[src/hw/rtl/ffra_pkg.sv]
// ----------------------------------------------------------------------------
// ffra_pkg: shared types and constants
// Request/result payloads, mode and status codes, sequencer states.
// ----------------------------------------------------------------------------
`timescale 1ns / 1ps
`default_nettype none
package ffra_pkg;

    localparam int TOTAL_SLOTS_DEF = 65536;
    localparam int MAX_RUNS_DEF    = 64;
    localparam int BEGIN_W         = 16;
    localparam int LEN_W           = 17;

    localparam logic [1:0] MODE_ALLOC   = 2'd0;
    localparam logic [1:0] MODE_RELEASE = 2'd1;
    localparam logic [1:0] MODE_CLEAR   = 2'd2;
    localparam logic [1:0] MODE_UNDEF   = 2'd3;

    localparam logic [1:0] ST_DONE   = 2'd0;
    localparam logic [1:0] ST_REJECT = 2'd1;
    localparam logic [1:0] ST_FULL   = 2'd2;

    typedef struct packed {
        logic [1:0]  mode;
        logic [15:0] release_start;
        logic [16:0] slot_count;
    } req_t;

    typedef struct packed {
        logic [15:0] granted_start;
        logic [1:0]  status;
    } rsp_t;

    typedef enum logic [3:0] {
        S_IDLE,
        S_RD,
        S_CHK,
        S_PREV,
        S_SHL_RD,
        S_SHL_WR,
        S_SHR_RD,
        S_SHR_WR,
        S_OUT
    } state_t;

endpackage
`default_nettype wire

[src/hw/rtl/ffra_table.sv]
// ----------------------------------------------------------------------------
// ffra_table: run table memory
// Begin/length storage, one write port and one registered read port.
// ----------------------------------------------------------------------------
`timescale 1ns / 1ps
`default_nettype none
module ffra_table #(
    parameter int MAX_RUNS = ffra_pkg::MAX_RUNS_DEF,
    localparam int AW = $clog2(MAX_RUNS)
) (
    input  wire logic                 clk,
    input  wire logic                 we,
    input  wire logic [AW-1:0]        waddr,
    input  wire logic [15:0]          wbegin,
    input  wire logic [16:0]          wlen,
    input  wire logic [AW-1:0]        raddr,
    output logic      [15:0]          rbegin,
    output logic      [16:0]          rlen
);
    logic [32:0] mem [MAX_RUNS];

    always_ff @(posedge clk)
    begin
        if (we)
        begin
            mem[waddr] <= {wbegin, wlen};
        end
        {rbegin, rlen} <= mem[raddr];
    end
endmodule
`default_nettype wire

[src/hw/rtl/first_fit_run_allocator_unit.sv]
// ----------------------------------------------------------------------------
// first_fit_run_allocator_unit: first-fit free-run allocator
// Address-sorted free-run table with first-fit carve and coalescing release.
// ----------------------------------------------------------------------------
//  channel | direction | payload   | handshake
//  req     | in        | ffra req_t| req_valid / req_ready
//  rsp     | out       | ffra rsp_t| rsp_valid / rsp_ready
//
//  One request at a time. A scan walks the table entry by entry, a read state
//  then a check state each, through the single memory read port and a shared
//  adder; shifts on insert or remove move one entry per read and write state.
//  Clear rewrites entry 0 and resets the run count in the accept cycle and
//  offers its result the next cycle (entries past the count are never read).
//  After reset entry 0 is loaded with the full run in the first cycle;
//  requests are taken from the next cycle on. req_ready stays low from
//  accept until the result is taken.
// ----------------------------------------------------------------------------
`timescale 1ns / 1ps
`default_nettype none
module first_fit_run_allocator_unit #(
    parameter int TOTAL_SLOTS = ffra_pkg::TOTAL_SLOTS_DEF,
    parameter int MAX_RUNS    = ffra_pkg::MAX_RUNS_DEF
) (
    input  wire logic           clk,
    input  wire logic           rst_n,
    input  wire logic           req_valid,
    output logic                req_ready,
    input  wire ffra_pkg::req_t req,
    output logic                rsp_valid,
    input  wire logic           rsp_ready,
    output ffra_pkg::rsp_t      rsp
);
    localparam int AW = $clog2(MAX_RUNS);
    localparam int CW = AW + 1;
    localparam logic [16:0] FULL_LEN = 17'(TOTAL_SLOTS);
    localparam logic [CW-1:0] ONE = CW'(1);
    localparam logic [CW-1:0] MAXC = CW'(MAX_RUNS);

    ffra_pkg::state_t state_reg, state_next;
    ffra_pkg::req_t   req_reg, req_next;
    logic [CW-1:0] total_reg, total_next;
    logic [CW-1:0] idx_reg, idx_next;      // scan / shift position
    logic [CW-1:0] pos_reg, pos_next;      // insert point
    logic [15:0]   pb_reg, pb_next;        // previous entry begin
    logic [16:0]   pl_reg, pl_next;        // previous entry length
    logic [15:0]   nb_reg, nb_next;        // entry at insert point
    logic [16:0]   nl_reg, nl_next;
    ffra_pkg::rsp_t rsp_reg, rsp_next;

    logic          we;
    logic [AW-1:0] waddr, raddr;
    logic [15:0]   wbegin, rbegin;
    logic [16:0]   wlen, rlen;

    // table after reset: entry 0 is written by a one-shot pass
    logic init_done_reg;

    // shared arithmetic
    logic [17:0] sum_a, sum_b, sum_y;
    assign sum_y = sum_a + sum_b;
    function automatic logic [16:0] sat(input logic [17:0] v);
        sat = v[17] ? 17'h1FFFF : v[16:0];
    endfunction

    // carve in CHK, previous-run end everywhere else
    always_comb
    begin
        sum_a = {2'b0, pb_reg};
        sum_b = {1'b0, pl_reg};
        if (state_reg == ffra_pkg::S_CHK)
        begin
            sum_a = {2'b0, rbegin};
            sum_b = {1'b0, req_reg.slot_count};
        end
    end

    // touch tests for a release, valid in PREV
    logic [17:0] rel_end;
    logic        nxt_hit, prv_hit;
    assign rel_end = {2'b0, req_reg.release_start} + {1'b0, req_reg.slot_count};
    assign nxt_hit = (pos_reg < total_reg) && (rel_end == {2'b0, nb_reg});
    assign prv_hit = (pos_reg != '0) && (sum_y == {2'b0, req_reg.release_start});

    logic in_range;
    assign in_range = idx_reg < total_reg;

    always_comb
    begin
        state_next = state_reg;
        case (state_reg)
            ffra_pkg::S_IDLE:
                if (req_valid && init_done_reg)
                begin
                    if (req.mode == ffra_pkg::MODE_CLEAR || req.mode == ffra_pkg::MODE_UNDEF ||
                        req.slot_count == 17'd0)
                        state_next = ffra_pkg::S_OUT;
                    else
                        state_next = ffra_pkg::S_RD;
                end
            ffra_pkg::S_RD:
            begin
                if (in_range)
                    state_next = ffra_pkg::S_CHK;
                else if (req_reg.mode == ffra_pkg::MODE_ALLOC)
                    state_next = ffra_pkg::S_OUT;
                else
                    state_next = ffra_pkg::S_PREV;
            end
            ffra_pkg::S_CHK:
            begin
                if (req_reg.mode == ffra_pkg::MODE_ALLOC)
                begin
                    if (rlen >= req_reg.slot_count)
                        state_next = (rlen == req_reg.slot_count) ?
                                     ffra_pkg::S_SHL_RD : ffra_pkg::S_OUT;
                    else
                        state_next = ffra_pkg::S_RD;
                end
                else if (rbegin < req_reg.release_start)
                    state_next = ffra_pkg::S_RD;
                else
                    state_next = ffra_pkg::S_PREV;
            end
            ffra_pkg::S_PREV:
            begin
                if (prv_hit)
                    state_next = nxt_hit ? ffra_pkg::S_SHL_RD : ffra_pkg::S_OUT;
                else if (nxt_hit)
                    state_next = ffra_pkg::S_OUT;
                else if (total_reg >= MAXC)
                    state_next = ffra_pkg::S_OUT;
                else
                    state_next = (total_reg > pos_reg) ? ffra_pkg::S_SHR_RD : ffra_pkg::S_OUT;
            end
            ffra_pkg::S_SHL_RD:
                state_next = (idx_reg < total_reg) ? ffra_pkg::S_SHL_WR : ffra_pkg::S_OUT;
            ffra_pkg::S_SHL_WR: state_next = ffra_pkg::S_SHL_RD;
            ffra_pkg::S_SHR_RD: state_next = ffra_pkg::S_SHR_WR;
            ffra_pkg::S_SHR_WR:
                state_next = (idx_reg == pos_reg + ONE) ? ffra_pkg::S_OUT : ffra_pkg::S_SHR_RD;
            ffra_pkg::S_OUT:  if (rsp_ready) state_next = ffra_pkg::S_IDLE;
            default:          state_next = ffra_pkg::S_IDLE;
        endcase
    end

    always_comb
    begin
        req_next = req_reg; total_next = total_reg; idx_next = idx_reg;
        pos_next = pos_reg; pb_next = pb_reg; pl_next = pl_reg;
        nb_next = nb_reg; nl_next = nl_reg; rsp_next = rsp_reg;
        we = 1'b0; waddr = '0; wbegin = '0; wlen = '0; raddr = idx_reg[AW-1:0];
        req_ready = 1'b0; rsp_valid = 1'b0;
        case (state_reg)
            ffra_pkg::S_IDLE:
            begin
                req_ready = init_done_reg;
                if (req_valid && init_done_reg)
                begin
                    req_next = req; idx_next = '0; pos_next = '0;
                    rsp_next = '{granted_start: 16'd0, status: ffra_pkg::ST_REJECT};
                    if (req.mode == ffra_pkg::MODE_CLEAR)
                    begin
                        // rewrite entry 0 and drop the rest
                        we = 1'b1; wlen = FULL_LEN; total_next = ONE;
                        rsp_next.status = ffra_pkg::ST_DONE;
                    end
                end
            end
            ffra_pkg::S_RD: ;   // memory read of idx in flight
            ffra_pkg::S_CHK:
            begin
                if (req_reg.mode == ffra_pkg::MODE_ALLOC)
                begin
                    if (rlen >= req_reg.slot_count)
                    begin
                        // carve from the front
                        we = 1'b1; waddr = idx_reg[AW-1:0];
                        wbegin = sum_y[15:0]; wlen = rlen - req_reg.slot_count;
                        rsp_next = '{granted_start: rbegin, status: ffra_pkg::ST_DONE};
                        if (rlen == req_reg.slot_count) total_next = total_reg - ONE;
                    end
                    else
                        idx_next = idx_reg + ONE;
                end
                else if (rbegin < req_reg.release_start)
                begin
                    pb_next = rbegin; pl_next = rlen; idx_next = idx_reg + ONE;
                    pos_next = idx_reg + ONE;
                end
                else
                begin
                    nb_next = rbegin; nl_next = rlen;
                end
            end
            ffra_pkg::S_PREV:
            begin
                // pos_reg = insert point; nb/nl valid when pos < total
                rsp_next.status = ffra_pkg::ST_DONE;
                if (prv_hit)
                begin
                    we = 1'b1; waddr = AW'(pos_reg - ONE); wbegin = pb_reg;
                    if (nxt_hit)
                    begin
                        wlen = sat({1'b0, sat({1'b0, pl_reg} + {1'b0, req_reg.slot_count})}
                                   + {1'b0, nl_reg});
                        idx_next = pos_reg; total_next = total_reg - ONE;
                    end
                    else
                        wlen = sat({1'b0, pl_reg} + {1'b0, req_reg.slot_count});
                end
                else if (nxt_hit)
                begin
                    we = 1'b1; waddr = pos_reg[AW-1:0]; wbegin = req_reg.release_start;
                    wlen = sat({1'b0, nl_reg} + {1'b0, req_reg.slot_count});
                end
                else if (total_reg >= MAXC)
                    rsp_next.status = ffra_pkg::ST_FULL;
                else
                begin
                    // write new run; displaced entries shift up from the top
                    total_next = total_reg + ONE;
                    idx_next = total_reg;
                    if (total_reg == pos_reg)
                    begin
                        we = 1'b1; waddr = pos_reg[AW-1:0];
                        wbegin = req_reg.release_start; wlen = req_reg.slot_count;
                    end
                end
            end
            // remove: entry idx <= entry idx+1 (total already decremented)
            ffra_pkg::S_SHL_RD: raddr = AW'(idx_reg + ONE);
            ffra_pkg::S_SHL_WR:
            begin
                we = 1'b1; waddr = idx_reg[AW-1:0]; wbegin = rbegin; wlen = rlen;
                idx_next = idx_reg + ONE;
            end
            // insert: entry idx <= entry idx-1, down to pos+1, then new run at pos
            ffra_pkg::S_SHR_RD: raddr = AW'(idx_reg - ONE);
            ffra_pkg::S_SHR_WR:
            begin
                we = 1'b1; waddr = idx_reg[AW-1:0]; wbegin = rbegin; wlen = rlen;
                idx_next = idx_reg - ONE;
            end
            ffra_pkg::S_OUT:
                rsp_valid = 1'b1;
            default: ;
        endcase
    end

    // new-run write after an up-shift uses a dedicated cycle on entry to OUT
    logic ins_pend_reg;
    always_ff @(posedge clk or negedge rst_n)
    begin
        if (!rst_n)
            ins_pend_reg <= 1'b0;
        else
            ins_pend_reg <= (state_reg == ffra_pkg::S_SHR_WR) && (idx_reg == pos_reg + ONE);
    end

    logic          we_m;
    logic [AW-1:0] waddr_m;
    logic [15:0]   wbegin_m;
    logic [16:0]   wlen_m;
    always_comb
    begin
        we_m = we; waddr_m = waddr; wbegin_m = wbegin; wlen_m = wlen;
        if (ins_pend_reg)
        begin
            we_m = 1'b1; waddr_m = pos_reg[AW-1:0];
            wbegin_m = req_reg.release_start; wlen_m = req_reg.slot_count;
        end
    end

    always_ff @(posedge clk or negedge rst_n)
    begin
        if (!rst_n)
        begin
            state_reg <= ffra_pkg::S_IDLE;
            total_reg <= ONE;
        end
        else
        begin
            state_reg <= state_next;
            total_reg <= total_next;
        end
    end

    always_ff @(posedge clk)
    begin
        req_reg <= req_next; idx_reg <= idx_next; pos_reg <= pos_next;
        pb_reg <= pb_next; pl_reg <= pl_next; nb_reg <= nb_next; nl_reg <= nl_next;
        rsp_reg <= rsp_next;
    end

    always_ff @(posedge clk or negedge rst_n)
    begin
        if (!rst_n)
            init_done_reg <= 1'b0;
        else
            init_done_reg <= 1'b1;
    end

    logic          we_t;
    logic [AW-1:0] waddr_t;
    logic [15:0]   wbegin_t;
    logic [16:0]   wlen_t;
    always_comb
    begin
        we_t = we_m; waddr_t = waddr_m; wbegin_t = wbegin_m; wlen_t = wlen_m;
        if (!init_done_reg)
        begin
            we_t = 1'b1; waddr_t = '0; wbegin_t = '0; wlen_t = FULL_LEN;
        end
    end

    ffra_table #(.MAX_RUNS(MAX_RUNS)) u_table (
        .clk(clk), .we(we_t), .waddr(waddr_t), .wbegin(wbegin_t), .wlen(wlen_t),
        .raddr(raddr), .rbegin(rbegin), .rlen(rlen)
    );

    assign rsp = rsp_reg;
endmodule
`default_nettype wire

[config.mk]
export PLATFORM = sky130hd
export DESIGN_NAME = first_fit_run_allocator_unit
export DESIGN_NICKNAME = d
export VERILOG_FILES = /design/src/hw/rtl/ffra_pkg.sv /design/src/hw/rtl/ffra_table.sv /design/src/hw/rtl/first_fit_run_allocator_unit.sv
export SDC_FILE = /design/constraint.sdc
export NUM_CORES = 2
export LEC_CHECK = 0
export ABC_CLOCK_PERIOD_IN_PS = 10800
export BUFFER_PORTS_ARGS = -buffer_cell sky130_fd_sc_hd__buf_2
export CAP_MARGIN = 20
export CORE_UTILIZATION = 30
export DETAILED_ROUTE_END_ITERATION = 8
export HOLD_SLACK_MARGIN = 0.02
export REMOVE_ABC_BUFFERS = 1
export SYNTH_ARGS = -nofsm -noshare
export SYNTH_HDL_FRONTEND = slang
export SYNTH_SLANG_ARGS = --single-unit
[constraint.sdc]
create_clock -name clk -period 10.8 [get_ports clk]
set_input_delay 0.54 -clock clk [delete_from_list [all_inputs] [get_ports clk]]
set_output_delay 0.54 -clock clk [all_outputs]
set_load 0.05 [all_outputs]
==> impl_metrics.json <==
{
  "status": "finished clean",
  "gr-usage-all-layers": 0.158,
  "synth.most_common_cell": "edfxtp_1",
  "grt.busiest_layer": "met2",
  "synth_ff_type": "edfxtp_1",
  "total_power_mw": 24.0,
  "relSlewSlack": 0.252,
  "multiInputGateArea_um2": 26900,
  "cellLeakagePower_nw": 32.1,
  "cts_resized": 0,
  "fin_ws_ps": 850,
  "synthTopCellsByCount": "2245 x edfxtp_1, 660 x mux4_2, 202 x nand2_1, 188 x nor2_1, 181 x clkbuf_1",
  "yosys.area.top_type": "edfxtp_1",
  "rsz0062_at_grt": "false",
  "grt_pass1_vias": 50100,
  "use_met2": 0.241,
  "r2r-end": "u_table.mem[22][4]",
  "htree_levels": 4,
  "clk_latency_ps": 910,
  "ys_types": 96,
  "hp-class": "in -> async",
  "drtIter0Drc": 6004,
  "drv_slew": 0,
  "layout-drive-gt1-share": 0.259,
  "drc": 0,
  "hold_viol_final": 0,
  "largest_reg_flops": 2112,
  "drt_wl_total_um": 257000,
  "ys_ff_latch": 2291,
  "cts.sinks": 2291,
  "max-vdd-ir-drop_v": 0.000227,
  "gp_congestion": 0.867,
  "synth_enable_flop_cells": 2245,
  "rrSetupSlack_ps": 850,
  "fin_area_um2": 111000,
  "io_buffers": 58,
  "r2r_start": "state_reg[3]",
  "root_buffer": "clkbuf_16",
  "crit_path_start_kind": "flip-flop",
  "place_area_um2": 103000,
  "numCtsBuffers": 228,
  "core_area_um2": 316000,
  "die-width_um": 566,
  "pre_cts_ws_ps": 931,
  "die_area_um2": 321000,
  "clock_path_buffers": 3,
  "yosys_warnings": 0,
  "groute.layer.met3.usage": 0.0230,
  "use_met1": 0.231,
  "fin_util": 0.351,
  "grt_pass1_wl_um": 369000,
  "drv_cap": 0,
  "worstPathRequired_ps": 11350,
  "initial_core_util": 0.302,
  "synthCells": 4909,
  "power_density_nw_per_um2": 216,
  "dr.pass1.iters": 6,
  "finalSetupViolCount": 0,
  "avgSynthCellArea_um2": 19.5,
  "fin_setup_tns_ps": 0,
  "fin_crit_sh": 0.921,
  "io_pins": 59,
  "overflow": 0,
  "cp-endpoint": "u_table.mem[22][4]",
  "rows": 206,
  "worstPathArrival_ps": 10500,
  "syn_area_um2": 95500,
  "rr_worst_depth": 23,
  "hpwl_um": 163000,
  "grt_max_degree": 137,
  "synthTopCellsByArea": "edfxtp_1 71%, mux4_2 16%, ha_1 1.8%, nand2_1 0.79%, xnor2_1 0.74%",
  "crit_path_start": "state_reg[3]",
  "num_vias": 50000,
  "path_clk_slew_ps": 60,
  "postRouteAntennaNets": 0,
  "routedWlPerCell_um": 27.0,
  "fp.dieH_um": 566,
  "path_class": "reg -> reg",
  "areaGrowthSynthToFinish_pct": 16.2,
  "antenna_found_initial": 22,
  "synth_top_area_frac": 0.706,
  "fin_skew_ps": 118,
  "ff_latch_area_um2": 68400,
  "avgViaCountPerCell": 5.25,
  "max_freq_mhz": 101,
  "end_kind": "flip-flop",
  "cts_tree": "built",
  "async_reset_ff_frac": 0.00567,
  "nets": 5330,
  "critPathMaxFanout": 23,
  "max_slew.worst_pin.slew_ps": 1120,
  "min_period_ps": 9950,
  "fill_cells": 29000,
  "ys_seq_area_frac": 0.716
}
per-stage QoR:
stage                     hold WS (ps)  cells
after global routing               172   9512
after global placement             451   9012
after CTS                          121   9496
final                              193   9519
after detailed placement           462   9027
after floorplan                    244   4654
cell type report:
| type | instances | share of cell area |
|---|---|---|
| flip-flops and latches | 2291 | 0.617 |
| multi-input cells | 2271 | 0.242 |
| clock buffers | 273 | 0.0534 |
| well taps | 4160 | 0.0469 |
| repair buffers | 265 | 0.0221 |
| clock inverters | 159 | 0.0152 |
| inverters | 92 | 0.00311 |
| diodes | 8 | 0.000180 |
metal layers:
layer	part of all wire	vias up	routed length, um
li1	-	20900	-
met1	0.44	26800	114000
met2	0.45	2026	117000
met3	0.071	323	18200
met4	0.032	4	8170
met5	0.00010	-	26
cells by family (layout without fill, tap and decap cells):
kind of cell             count (synthesis)  in the layout  share of synthesized area
XOR/XNOR                               124            124                     0.0118
AND/OR/NAND/NOR                        725            725                     0.0373
flip-flops                            2291           2291                      0.716
AO/OA/AOI/OAI                          606            606                     0.0444
buffers and inverters                  347            789                     0.0139
adder cells (fa/ha/maj)                142            142                     0.0191
other                                    1              9                  0.0000393
multiplexers                           673            673                      0.157
cells in the final DEF, fill, tap and decap left out, types with 37 or more instances in the layout:
master | synthesis | routed
clkinv_1 | 1 | 55
clkbuf_16 | 0 | 229
buf_4 | 0 | 130
inv_1 | 91 | 90
nor2_4 | 0 | 65
xor2_1 | 40 | 37
xnor2_1 | 81 | 79
nand2_1 | 202 | 202
a211oi_1 | 49 | 44
a21o_1 | 57 | 57
a21oi_1 | 106 | 102
ha_1 | 136 | 136
buf_12 | 0 | 38
dlygate4sd3_1 | 0 | 37
mux4_2 | 660 | 660
nor2_1 | 188 | 121
nand3_1 | 53 | 52
and2_1 | 53 | 53
edfxtp_1 | 2245 | 2245
clkinv_2 | 0 | 44
o21ai_0 | 99 | 97
nor3_1 | 38 | 37
a31oi_1 | 64 | 64
buf_2 | 16 | 58
clkbuf_1 | 181 | 41
how the worst min path moves through the flow:
stage / endpoint / slack (ps) / start / depth (start not counted)
final: init_done_reg / 190 / rst_n / 2
after global routing: init_done_reg / 170 / rst_n / 2
after CTS: init_done_reg / 120 / rst_n / 2
after detailed placement: init_done_reg / 460 / rst_n / 1
after global placement: init_done_reg / 450 / rst_n / 1
after floorplan: init_done_reg / 240 / rst_n / 0
critical path, stage by stage, from the launching register on:
cell,delay (ps)
dfrtp_1,530
nor2_1,660
nand2_1,360
nor2_1,760
buf_4,300
and2_1,160
a21o_1,100
ha_1,180
inv_1,80
fa_1,520
xnor2_1,160
a311o_1,390
a2111oi_2,220
o311ai_1,160
or4_1,420
or4_1,530
or4_4,470
or3_4,490
a31oi_4,250
nand3_1,130
a31oi_2,410
nand3_1,810
nor2_4,1150
buf_4,370
where the power goes:
group / switching, mW / internal, mW
registers: 0.331 / 9.93
logic: 3.36 / 2.38
clock network: 3.47 / 4.49
repair_timing:
action                    in CTS  in global routing
hold buffers                  37                  0
setup buffers                  0                  0
hold endpoints to repair      49                  0
Power figures use the tool's default switching activity.
